--- config.mk ---
export PLATFORM = sky130hd
export DESIGN_NAME = buddy_block_allocator
export DESIGN_NICKNAME = d
export VERILOG_FILES = /design/src/rtl/core/bba_pkg.sv /design/src/rtl/core/bba_ctrl.sv /design/src/rtl/core/bba_dpath.sv /design/src/rtl/core/buddy_block_allocator.sv
export SDC_FILE = /design/constraint.sdc
export NUM_CORES = 2
export LEC_CHECK = 0
export BUFFER_PORTS_ARGS = -buffer_cell sky130_fd_sc_hd__buf_2
export CAP_MARGIN = 10
export CORE_AREA = 4 4 527 529
export DETAILED_ROUTE_END_ITERATION = 16
export DIE_AREA = 0 0 531 533
export PLACE_DENSITY = 0.48
export SLEW_MARGIN = 20
export SYNTH_ARGS = -nofsm -noshare
export SYNTH_HDL_FRONTEND = slang
export SYNTH_SLANG_ARGS = --single-unit
--- constraint.sdc ---
create_clock -name clk -period 22.8 [get_ports clk]
set_clock_uncertainty 0.1 [all_clocks]
set_input_delay 2.28 -clock clk [delete_from_list [all_inputs] [get_ports clk]]
set_output_delay 2.28 -clock clk [all_outputs]
set_load 0.02 [all_outputs]
--- src/rtl/core/bba_pkg.sv ---
// Shared types and codes for the buddy block allocator.
package bba_pkg;

  // largest block order, log2 of the largest pool
  localparam int ORD_LIMIT = 10;

  // order values: request orders reach 11
  localparam int ORD_W = 5;

  // datapath operation codes
  localparam logic [3:0] OP_NONE  = 4'd0;
  localparam logic [3:0] OP_LOAD  = 4'd1;
  localparam logic [3:0] OP_SETUP = 4'd2;
  localparam logic [3:0] OP_ARD   = 4'd3;
  localparam logic [3:0] OP_ACHK  = 4'd4;
  localparam logic [3:0] OP_SRD   = 4'd5;
  localparam logic [3:0] OP_SWR   = 4'd6;
  localparam logic [3:0] OP_FRD   = 4'd7;
  localparam logic [3:0] OP_FCHK  = 4'd8;
  localparam logic [3:0] OP_CLR   = 4'd9;

  // status from datapath to controller
  typedef struct packed {
    logic ovr;
    logic func;
    logic bad_addr;
    logic hit;
    logic more_words;
    logic more_orders;
    logic split_more;
    logic merge;
    logic clr_last;
  } bba_sts_t;

endpackage

--- src/rtl/core/bba_ctrl.sv ---
// Controller state machine of the buddy block allocator.
module bba_ctrl
  import bba_pkg::*;
(
  input  logic       clk,
  input  logic       rst_n,
  input  logic       start,
  input  logic       cfg_we,
  input  bba_sts_t   sts,
  output logic [3:0] op,
  output logic       busy,
  output logic       out_valid
);

  localparam logic [3:0] S_CLEAR = 4'd0;
  localparam logic [3:0] S_IDLE  = 4'd1;
  localparam logic [3:0] S_SETUP = 4'd2;
  localparam logic [3:0] S_ARD   = 4'd3;
  localparam logic [3:0] S_ACHK  = 4'd4;
  localparam logic [3:0] S_SRD   = 4'd5;
  localparam logic [3:0] S_SWR   = 4'd6;
  localparam logic [3:0] S_FRD   = 4'd7;
  localparam logic [3:0] S_FCHK  = 4'd8;
  localparam logic [3:0] S_DONE  = 4'd9;

  logic [3:0] state_r, state_nxt;

  // pick next state and datapath operation
  always_comb begin
    state_nxt = state_r;
    op        = OP_NONE;
    unique case (state_r)
      S_CLEAR: begin
        op = OP_CLR;
        if (sts.clr_last) state_nxt = S_IDLE;
      end
      S_IDLE: begin
        if (start) begin
          op        = OP_LOAD;
          state_nxt = S_SETUP;
        end
      end
      S_SETUP: begin
        op = OP_SETUP;
        if (sts.ovr) state_nxt = S_DONE;
        else if (!sts.func) state_nxt = S_ARD;
        else if (sts.bad_addr) state_nxt = S_DONE;
        else state_nxt = S_FRD;
      end
      S_ARD: begin
        op        = OP_ARD;
        state_nxt = S_ACHK;
      end
      S_ACHK: begin
        op = OP_ACHK;
        if (sts.hit) state_nxt = sts.split_more ? S_SRD : S_DONE;
        else if (sts.more_words || sts.more_orders) state_nxt = S_ARD;
        else state_nxt = S_DONE;
      end
      S_SRD: begin
        op        = OP_SRD;
        state_nxt = S_SWR;
      end
      S_SWR: begin
        op        = OP_SWR;
        state_nxt = sts.split_more ? S_SRD : S_DONE;
      end
      S_FRD: begin
        op        = OP_FRD;
        state_nxt = S_FCHK;
      end
      S_FCHK: begin
        op        = OP_FCHK;
        state_nxt = sts.merge ? S_FRD : S_DONE;
      end
      S_DONE: state_nxt = S_IDLE;
      default: state_nxt = S_CLEAR;
    endcase
    // restart the clearing pass on a register write
    if (cfg_we) state_nxt = S_CLEAR;
  end

  // hold state
  always_ff @(posedge clk) begin
    if (!rst_n) state_r <= S_CLEAR;
    else        state_r <= state_nxt;
  end

  assign busy      = (state_r != S_IDLE);
  assign out_valid = (state_r == S_DONE);

endmodule

--- src/rtl/core/bba_dpath.sv ---
// Datapath of the buddy block allocator: free map memory and work registers.
module bba_dpath
  import bba_pkg::*;
(
  input  logic        clk,
  input  logic        rst_n,
  input  logic [3:0]  op,
  input  logic        cfg_we,
  input  logic [3:0]  cfg_wdata,
  input  logic        in_func,
  input  logic [10:0] in_request_size,
  input  logic [9:0]  in_block_address,
  output bba_sts_t    sts,
  output logic        out_ok,
  output logic [9:0]  out_granted_address,
  output logic [10:0] out_freed_size
);

  localparam int NW    = ORD_LIMIT + 1;
  localparam int NODES = 1 << NW;
  localparam int WB    = (NODES < 32) ? NODES : 32;
  localparam int WW    = $clog2(WB);
  localparam int AW    = (NW > WW) ? NW - WW : 1;
  localparam int DEPTH = 1 << AW;

  logic [WB-1:0]    mem [DEPTH];
  logic [WB-1:0]    rd_data_r;
  logic [ORD_W-1:0] pool_r, need_r, o_r;
  logic             func_r;
  logic [ORD_LIMIT-1:0] base_r;
  logic [NW-1:0]    node_r;
  logic [AW-1:0]    w_r, clr_r;
  logic             ok_r;
  logic [9:0]       gaddr_r;
  logic [10:0]      fsize_r;

  // lowest node of an order, and node of a block
  function automatic logic [NW-1:0] lo_of(input logic [ORD_W-1:0] o);
    lo_of = NW'(32'(1) << (ORD_LIMIT - int'(o)));
  endfunction

  function automatic logic [NW-1:0] node_of(input logic [ORD_W-1:0] o,
                                            input logic [ORD_LIMIT-1:0] a);
    node_of = NW'(32'(lo_of(o)) + (32'(a) >> o));
  endfunction

  function automatic logic [AW-1:0] word_of(input logic [NW-1:0] n);
    word_of = AW'(32'(n) >> WW);
  endfunction

  function automatic logic [WB-1:0] bit_of(input logic [NW-1:0] n);
    bit_of = WB'(1) << n[WW-1:0];
  endfunction

  // round the request size up to an order
  logic [10:0]      size_m1;
  logic [ORD_W-1:0] in_order;
  always_comb begin
    size_m1  = (in_request_size == 11'd0) ? 11'd0 : in_request_size - 11'd1;
    in_order = '0;
    for (int i = 0; i < 11; i++) begin
      if ((size_m1 >> i) != 11'd0) in_order = ORD_W'(i + 1);
    end
  end

  // saturate the written pool order
  logic [ORD_W-1:0] cfg_sat;
  assign cfg_sat = (32'(cfg_wdata) > ORD_LIMIT) ? ORD_W'(ORD_LIMIT) : ORD_W'(cfg_wdata);

  // scan window of the current order
  logic [NW-1:0]    lo_cur, cnt_cur, node_hit, split_node, root_node;
  logic [AW-1:0]    end_word;
  logic [WB-1:0]    mask, cand;
  logic [WW-1:0]    hit_idx;
  logic [ORD_W-1:0] o_up, o_dn;
  logic [ORD_LIMIT-1:0] hit_addr;
  always_comb begin
    lo_cur   = lo_of(o_r);
    cnt_cur  = NW'(32'(1) << (pool_r - o_r));
    end_word = word_of(lo_cur + cnt_cur - NW'(1));
    if (32'(cnt_cur) >= WB) mask = '1;
    else mask = WB'(((32'(1) << cnt_cur) - 32'(1)) << lo_cur[WW-1:0]);
    cand    = rd_data_r & mask;
    hit_idx = '0;
    for (int i = WB - 1; i >= 0; i--) begin
      if (cand[i]) hit_idx = WW'(i);
    end
    node_hit   = NW'({w_r, hit_idx});
    hit_addr   = ORD_LIMIT'(32'(node_hit - lo_cur) << o_r);
    o_up       = o_r + ORD_W'(1);
    o_dn       = o_r - ORD_W'(1);
    split_node = node_of(o_dn, ORD_LIMIT'(32'(base_r) + (32'(1) << o_dn)));
    root_node  = lo_of(pool_r);
  end

  // report status
  always_comb begin
    sts.ovr         = need_r > pool_r;
    sts.func        = func_r;
    sts.bad_addr    = ((32'(base_r) >> pool_r) != 32'd0) ||
                      ((32'(base_r) & ((32'(1) << need_r) - 32'(1))) != 32'd0);
    sts.hit         = cand != '0;
    sts.more_words  = w_r != end_word;
    sts.more_orders = o_r < pool_r;
    sts.split_more  = o_r > need_r;
    sts.merge       = (o_r < pool_r) && ((rd_data_r & bit_of(node_r ^ NW'(1))) != '0);
    sts.clr_last    = clr_r == '1;
  end

  // memory port selection
  logic          rd_en, wr_en;
  logic [AW-1:0] rd_addr, wr_addr;
  logic [WB-1:0] wr_data;
  always_comb begin
    rd_en   = 1'b0;
    wr_en   = 1'b0;
    rd_addr = w_r;
    wr_addr = word_of(node_r);
    wr_data = rd_data_r;
    case (op)
      OP_ARD: rd_en = 1'b1;
      OP_ACHK: begin
        wr_en   = sts.hit;
        wr_addr = w_r;
        wr_data = rd_data_r & ~bit_of(node_hit);
      end
      OP_SRD: begin
        rd_en   = 1'b1;
        rd_addr = word_of(split_node);
      end
      OP_SWR: begin
        wr_en   = 1'b1;
        wr_data = rd_data_r | bit_of(node_r);
      end
      OP_FRD: begin
        rd_en   = 1'b1;
        rd_addr = word_of(node_r);
      end
      OP_FCHK: begin
        wr_en   = 1'b1;
        wr_data = sts.merge ? (rd_data_r & ~bit_of(node_r) & ~bit_of(node_r ^ NW'(1)))
                            : (rd_data_r | bit_of(node_r));
      end
      OP_CLR: begin
        wr_en   = 1'b1;
        wr_addr = clr_r;
        wr_data = (clr_r == word_of(root_node)) ? bit_of(root_node) : '0;
      end
      default: ;
    endcase
  end

  // read and write the free map
  always_ff @(posedge clk) begin
    if (wr_en) mem[wr_addr] <= wr_data;
    if (rd_en) rd_data_r <= mem[rd_addr];
  end

  // hold configuration and clear sweep index
  always_ff @(posedge clk) begin
    if (!rst_n) begin
      pool_r <= (ORD_LIMIT > 10) ? ORD_W'(10) : ORD_W'(ORD_LIMIT);
      clr_r  <= '0;
    end else if (cfg_we) begin
      pool_r <= cfg_sat;
      clr_r  <= '0;
    end else if (op == OP_CLR) begin
      clr_r  <= clr_r + AW'(1);
    end
  end

  // advance work registers
  always_ff @(posedge clk) begin
    case (op)
      OP_LOAD: begin
        func_r  <= in_func;
        need_r  <= in_order;
        base_r  <= ORD_LIMIT'(in_block_address);
        ok_r    <= 1'b0;
        gaddr_r <= '0;
        fsize_r <= '0;
      end
      OP_SETUP: begin
        o_r    <= need_r;
        w_r    <= word_of(lo_of(need_r));
        node_r <= node_of(need_r, base_r);
        if (func_r && !sts.ovr && !sts.bad_addr) begin
          ok_r    <= 1'b1;
          fsize_r <= 11'(32'(1) << need_r);
        end
      end
      OP_ACHK: begin
        if (sts.hit) begin
          node_r  <= node_hit;
          base_r  <= hit_addr;
          ok_r    <= 1'b1;
          gaddr_r <= 10'(hit_addr);
        end else if (sts.more_words) begin
          w_r <= w_r + AW'(1);
        end else if (sts.more_orders) begin
          o_r <= o_up;
          w_r <= word_of(lo_of(o_up));
        end
      end
      OP_SRD: begin
        o_r    <= o_dn;
        node_r <= split_node;
      end
      OP_FCHK: begin
        if (sts.merge) begin
          node_r <= node_r >> 1;
          o_r    <= o_up;
        end
      end
      default: ;
    endcase
  end

  assign out_ok              = ok_r;
  assign out_granted_address = gaddr_r;
  assign out_freed_size      = fsize_r;

endmodule

--- src/rtl/core/buddy_block_allocator.sv ---
// Top level of the buddy block allocator.
//
// Command channel: raise start with in_func (0 allocate, 1 free),
// in_request_size and in_block_address; the beat is taken at a rising edge
// with start high and busy low. busy stays high until the result is out.
// Result channel: out_valid is high for one cycle with out_ok,
// out_granted_address and out_freed_size; the receiver cannot stall it.
// The free map is a memory of 32-bit words, one port, read then written.
// Per command: a rejected request goes straight to the result; an allocate
// reads and checks the words of each order in turn, lowest order first, until
// a free block is found, then splits it down, each split a read and a write;
// a free reads and checks one level at a time, merging while the buddy is
// free, so it visits one level more than the merges it makes.
// One command is in flight at a time.
// Reset and every cfg_we write run a clearing pass over all words of the
// free map, busy high, leaving the whole pool free.
// cfg_wdata is the pool order, saturated to ORD_LIMIT; write it only idle.
module buddy_block_allocator
  import bba_pkg::*;
(
  input  logic        clk,
  input  logic        rst_n,
  input  logic        start,
  output logic        busy,
  input  logic        in_func,
  input  logic [10:0] in_request_size,
  input  logic [9:0]  in_block_address,
  output logic        out_valid,
  output logic        out_ok,
  output logic [9:0]  out_granted_address,
  output logic [10:0] out_freed_size,
  input  logic        cfg_we,
  input  logic [3:0]  cfg_wdata
);

  bba_sts_t   sts;
  logic [3:0] op;

  // sequence the command
  bba_ctrl u_ctrl (
    .clk       (clk),
    .rst_n     (rst_n),
    .start     (start),
    .cfg_we    (cfg_we),
    .sts       (sts),
    .op        (op),
    .busy      (busy),
    .out_valid (out_valid)
  );

  // hold free map and results
  bba_dpath u_dpath (
    .clk                 (clk),
    .rst_n               (rst_n),
    .op                  (op),
    .cfg_we              (cfg_we),
    .cfg_wdata           (cfg_wdata),
    .in_func             (in_func),
    .in_request_size     (in_request_size),
    .in_block_address    (in_block_address),
    .sts                 (sts),
    .out_ok              (out_ok),
    .out_granted_address (out_granted_address),
    .out_freed_size      (out_freed_size)
  );

`ifndef SYNTHESIS
  // an accepted beat keeps the block busy
  a_busy_after_start: assert property (@(posedge clk) disable iff (!rst_n)
    (start && !busy && !cfg_we) |=> busy)
    else $error("busy low after accepted beat");

  // result strobe lasts one cycle
  a_strobe_single: assert property (@(posedge clk) disable iff (!rst_n)
    out_valid |=> !out_valid)
    else $error("result strobe longer than one cycle");

  // a failed result carries zero fields
  a_fail_zero: assert property (@(posedge clk) disable iff (!rst_n)
    (out_valid && !out_ok) |-> (out_granted_address == 10'd0 && out_freed_size == 11'd0))
    else $error("failed result with nonzero fields");

  // an allocate never reports a freed size and a free never grants
  a_one_kind: assert property (@(posedge clk) disable iff (!rst_n)
    out_valid |-> (out_granted_address == 10'd0 || out_freed_size == 11'd0))
    else $error("result carries both grant and freed size");
`endif

endmodule

After elaboration in Yosys (flattened, before gate mapping)
Memories as Yosys holds them, arrays and structs flattened. A register that Yosys moved wholly into a read port is not among the register bits.
Index checks and enable logic that the tools add are counted.
Widths: inputs -> output; s select.
- memories: 1
- register bits after elaboration: 75
- memory bits (writable): 2048
- output and inout bits: 24
- bits of input ports: 30
- logic and storage cells: 228
- $add $sub $neg: 19
- bitwise logic cells: 12
- $lt $le $gt $ge: 5
- shift operators: 18
- reduce and logical (&&, ||, !) cells: 41
- equality and inequality tests: 31
- multiplexer cells: 86
- memory list (name ; words ; bits a word ; rd ports ; clocked after Yosys merged registers in ; write ports ; line ; text):
    u_dpath.mem ; 64 ; 32 ; 1 ; 1 ; 1 ; bba_dpath.sv:26 ; logic [WB-1:0] mem [DEPTH];
- operator list (kind ; number):
    $mux 5 ; 36
    $and 32x32->32 ; 5
    $shl 1x32->11 const A ; 5
    $shl 1x5->32 const A ; 5
    $pmux 32 s4 ; 1
    $reduce_bool 32->1 ; 4
    $reduce_bool 11->1 ; 10
    $mux 32 ; 3
    $not 32->32 ; 3
    $mux 4 ; 15
    $mux 11 ; 4
    $pmux 11 s4 ; 1
    $pmux 10 s2 ; 2
    $pmux 4 s10 ; 1
    $pmux 4 s9 ; 1
    $pmux 6 s2 ; 3
    $add 11x11->11 ; 3
    $and 10x32->32 ; 1
    $eq 4x3->1 const B ; 8
    $or 32x32->32 ; 1
    $shl 1x11->32 const A ; 1
    $shl 32x5->10 ; 1
    $shl 32x5->32 ; 1
    $shr 10x5->32 ; 1
    other kinds (51) ; 96

Depth between registers and ports, before layout
- word-level depth: 43
- mapped depth: 44
- gate-level depth less buffers: 39

Hierarchy
A second synthesis with hierarchy kept.
- cells, all modules: 5144
- area, all modules: 92615.1 um^2
- modules (own cells, without submodules) (module ; seq. area each (um^2) ; cells each ; instances ; area an instance (um^2)):
    bba_dpath ; 64431.8 ; 5091 ; 1 ; 92238.5
    bba_ctrl ; 80.1 ; 53 ; 1 ; 376.6

Worst setup path after synthesis
No wires, ideal clock.
- path type: reg2reg
- start: register u_dpath.o_r[2]
- end: memory u_dpath.mem[0][0] in the netlist's numbering, data pin
- buffers on the path: 4
- required time: 21.998 ns
- setup slack: 13.690 ns
- arrival time: 8.308 ns
- cell stages (with the launch flop): 26
- cells stage by stage: edfxtp_1 buf_1 clkbuf_1 inv_1 ha_1 buf_2 nand2b_1 a21oi_1 xnor2_1 o21ai_1 inv_2 ha_1 clkinv_1 a31oi_1 clkbuf_1 or3_1 a31oi_1 o311ai_1 o211ai_1 a21bo_2 a2111oi_0 o21ai_0 a31oi_2 o31a_1 nor3b_1 o21ai_0
- longest elaborated chain between the ends: 43
- elaborated cells on any way between the ends: 49
- those cells by class: add/sub: 3; order compare: 2; shift: 5; mux: 35; bitwise: 3; reduce/logical: 1
- ends and longest elaborated chain (item ; line ; text):
    start: declaration ; bba_dpath.sv:28 ; logic [ORD_W-1:0] pool_r, need_r, o_r;
    start signal: assignment ; bba_dpath.sv:184 ; o_r <= need_r;
    start signal: assignment ; bba_dpath.sv:201 ; o_r <= o_up;
    start signal: assignment ; bba_dpath.sv:206 ; o_r <= o_dn;
    $sub 5x5->5 ; bba_dpath.sv:79 ; cnt_cur = NW'(32'(1) << (pool_r - o_r));
    $shl 1x5->11 ; bba_dpath.sv:79 ;
    $shl 1x11->32 ; bba_dpath.sv:82 ; else mask = WB'(((32'(1) << cnt_cur) - 32'(1)) << lo_cur[WW-1:0]);
    $sub 32x2->32 ; bba_dpath.sv:82 ;
    $shl 32x5->32 ; bba_dpath.sv:82 ;
    $mux 32 ; bba_dpath.sv:81 ; if (32'(cnt_cur) >= WB) mask = '1;
    $and 32x32->32 ; bba_dpath.sv:83 ; cand = rd_data_r & mask;
    $mux 5 (32 in a row) ; bba_dpath.sv:86 ; if (cand[i]) hit_idx = WW'(i);
    $shl 1x5->32 ; bba_dpath.sv:52 ; bit_of = WB'(1) << n[WW-1:0];
    $not 32->32 ; bba_dpath.sv:125 ; wr_data = rd_data_r & ~bit_of(node_hit);
    $and 32x32->32 ; bba_dpath.sv:125 ;
    $pmux 32 s4 * ; bba_dpath.sv:120 ; case (op)
    via u_dpath.wr_data[0] ; bba_dpath.sv:113 ; logic [WB-1:0] wr_data;
    end: declaration ; bba_dpath.sv:26 ;
The timed path passes the listed nets; every way through them passes the cells marked *.

Worst setup path in the final report
- start: register u_dpath.o_r[1]
- end: register u_dpath.rd_data_r[5] (read register of u_dpath.mem), data pin
- longest elaborated chain between the ends: 6
- elaborated cells on any way between the ends: 8
- those cells by class: add/sub: 4; shift: 3; mux: 1
- ends and longest elaborated chain (item ; line ; text):
    $sub 5x1->5 * ; bba_dpath.sv:91 ; o_dn = o_r - ORD_W'(1);
    $shl 1x5->10 ; bba_dpath.sv:92 ; split_node = node_of(o_dn, ORD_LIMIT'(32'(base_r) + (32'(1) << o_dn)));
    $add 10x10->10 ; bba_dpath.sv:92 ;
    $shr 10x5->11 ; bba_dpath.sv:44 ; node_of = NW'(32'(lo_of(o)) + (32'(a) >> o));
    $add 11x11->11 * ; bba_dpath.sv:44 ;
    $pmux 6 s2 * ; bba_dpath.sv:120 ;
    end: declaration ; bba_dpath.sv:27 ; logic [WB-1:0] rd_data_r;
Every way passes the cells marked *; elsewhere a longest branch is shown, timed or not.
A chain may end at the register's enable or synchronous reset.

==> out/summary.txt <==
Outcome = finished clean
PwrDens = 75.7 mW/mm2
Post-synthesis sequential area ratio = 67.9%
Fin crit period = 12.47 ns
CTS tree = done
DP HPWL = 173000 um
Fin. Hold Viols = 0
All-Layer GR Usage = 21.9%
CP startpoint = u_dpath.o_r[1]
DRC errors left = 0
Cells after synthesis = 7496
Full die area = 0.283 mm2
Reg2Reg Capture Point = u_dpath.rd_data_r[5]
H-tree depth = 4
Gpl congestion = 0.874
Arrival @ worst endpoint = 13.08 ns
Max incr delay on CP = 0.87 ns
Final ANT Viol Nets = 0
First-pass GRT wire length = 458000 um
Largest net degree at the start of global routing = 180
Reg-to-reg critical path startpoint = u_dpath.o_r[1]
Switching part of the total power = 20.6%
Detailed Route Iter0 Violations = 6596
Worst EP required = 23.42 ns
Max_slew headroom = 17.5%
Starting Density = 34.8%
R2R setup slack = 10.34 ns
Combinational share of power = 2.0%
Total CTS buffers = 235
Maximum VDD drop = 0.0551 mV
Clk sinks = 2153
Crit-path max FO = 85
Reg2Reg Depth = 36
Share of the synthesized area in the top cell type = 67.6%
Worst slack, placed = 10.42 ns
Commonest non-fill, non-tap cells in the layout = edfxtp_1 (2139), nand2_1 (1250), a211oi_1 (748)
Critical path endpoint = u_dpath.rd_data_r[5]
Core area = 0.273 mm2
Crit Path Category = reg2reg
Wire per inst = 28.6 um
Post-Syn Nets = 7622
Area used by multi-input combinational logic = 0.0287 mm2
RSZ-0062 raised after global routing = no
Slew Viols, Final = 0
Clock group share of total power = 44.9%
Final setup vio count = 0
Final Cycle Share = 54.7%
Clk_lat worst skew = 0.91 ns
Synth top area cells = edfxtp_1 (68%), a211oi_1 (6.0%), nand2_1 (5.0%)
Sw power = 1.67 mW
Critical path startpoint category = register
GR Overflow Total = 0
CTS resizes = 0
Vias = 65600
Critical-path top delay cell = buf_4
Nets = 7508
Synth area leader = edfxtp_1
Clock Root Buffer = clkbuf_16
CP endpoint kind = register
Total Neg Setup Slack = 0 ns
Part of the power in registers = 53.1%
Row count = 192
Synth cell types = 107
Die width = 531 um
Synthesized area = 0.0950 mm2
# Post-CTS Setup Buffers = 0
Vias in the first global route = 62700
Seq cells post-synth = 2153
Layout fillers = 25600
WL final = 320000 um
Layout cell share with drive strength beyond 1 = 9.90%
Internal Power = 6.45 mW
Worst Max-Slew Pin Slew = 1.24 ns
IO Count = 54
WHS = 0.470 ns
Top_reg_cell synth = edfxtp_1
Post-CTS Hold Buffers = 0
1st-pass router iterations = 8
Area growth from synthesis to layout = 12.8%
Min-delay worst type = reg2reg
Clk pin slew, worst setup/hold paths = 0.06 ns
Fmax = 80.2 MHz
Ys async rst share = 0%
P_leak = 34.4 nW
Final WS setup = 10.34 ns
Post-synth EDFFs = 2139
Initial antenna violation count = 12
IO Port Bufs = 53
Synth Area per Inst = 12.7 um2
Die outline height = 533 um
Clock buffer depth = 4
Storage cell area = 0.0645 mm2
Final core utilization = 39.3%
Routed vias/inst = 5.87
Commonest non-fill, non-tap cell in the layout = edfxtp_1
CP most frequent cell = a21oi_1
Max-cap viol count = 0
Synth warn = 0
-- through the flow --
step | total power, mW | area, um2 | instances
2_1_floorplan | 4.50 | 95000 | 7496
3_3_place_gp | 4.55 | 99900 | 10700
3_5_place_dp | 4.56 | 99900 | 10700
4_1_cts | 8.20 | 107000 | 11200
5_1_grt | 8.38 | 107000 | 11200
6_report | 8.12 | 107000 | 11200
-- kinds of logic (layout without fill, tap and decap cells) --
group	Yosys count	count (layout)	share of synthesized area, %
compound gates	2077	2077	15.3
flops	2153	2153	67.9
simple gates	2380	2380	11.7
mux	36	36	0.431
xor+xnor	70	70	0.661
other cells	0	9	0
fa+ha+maj	96	96	1.30
buf+inv	684	757	2.73
-- metal layers --
metal,global-route usage (%),share of wire (%),vias up
li1,-,-,29100
met3,3.25,6.6,461
met5,0,0.0066,-
met2,34.7,46,2307
met1,30.7,44,33700
met4,7.59,3.7,4
-- power by group through the flow --
stage                     sequential [mW]  clock [mW]  combinational [mW]
after global routing                 4.31        3.90               0.172
after detailed placement             4.40           0               0.157
after floorplan                      4.40           0              0.0966
after global placement               4.40           0               0.156
after CTS                            4.32        3.73               0.157
final                                4.32        3.65               0.159
-- critical path: cells and delay by family (launching register included) --
kind,cells,cell delay [ns]
AO/OA/AOI/OAI,21,4.76
XOR/XNOR,3,0.64
adder cells (fa/ha/maj),3,0.99
buffers and inverters,4,2.98
flip-flops,1,0.81
AND/OR/NAND/NOR,5,1.75
-- state kept, by name, indices dropped and copies added, names as in the netlist --
name / flops
u_dpath.out_freed_size: 11
u_dpath.clr_r: 6
u_dpath.out_ok: 1
u_dpath.out_granted_address: 10
u_dpath.pool_r: 4
u_dpath.base_r: 10
u_dpath.mem: 2048
u_dpath.node_r: 11
u_dpath.need_r: 4
u_dpath.func_r: 1
u_ctrl.state_r: 4
u_dpath.o_r: 5
u_dpath.w_r: 6
u_dpath.rd_data_r: 32
-- how the worst min path moves through the flow --
stage | to | slack (ns) | depth (start not counted) | startpoint
after floorplan | u_dpath.clr_r[5] | 0.39 | 2 | u_dpath.clr_r[5]
after global placement | u_dpath.clr_r[5] | 0.47 | 2 | u_dpath.clr_r[5]
after detailed placement | u_dpath.clr_r[5] | 0.47 | 2 | u_dpath.clr_r[5]
after CTS | u_dpath.clr_r[5] | 0.48 | 2 | u_dpath.clr_r[5]
after global routing | u_dpath.clr_r[5] | 0.54 | 2 | u_dpath.clr_r[5]
final | u_dpath.clr_r[5] | 0.47 | 2 | u_dpath.clr_r[5]
-- cells in the mapped netlist (23+ instances only) --
cell         n
nor2_1     245
a31oi_1    294
and2_1      29
o21ai_0    115
inv_1       70
o211ai_1    23
a211oi_1   755
clkbuf_1   572
nand3_1     60
a21oi_1    391
ha_1        91
edfxtp_1  2139
nor2b_1     37
nand2b_1    27
nor3_1      67
nand2_1   1260
mux2i_1     24
and3_1     543
a311oi_1   258
xnor2_1     52
-- layout make-up --
cell class,instances,area share [%]
well taps,3589,4.19
repair buffers,256,1.83
clock inverters,124,0.989
diodes,9,0.0210
flip-flops and latches,2153,60.2
clock buffers,300,5.75
inverters,77,0.270
multi-input cells,4659,26.8
Power figures use the tool's default switching activity.
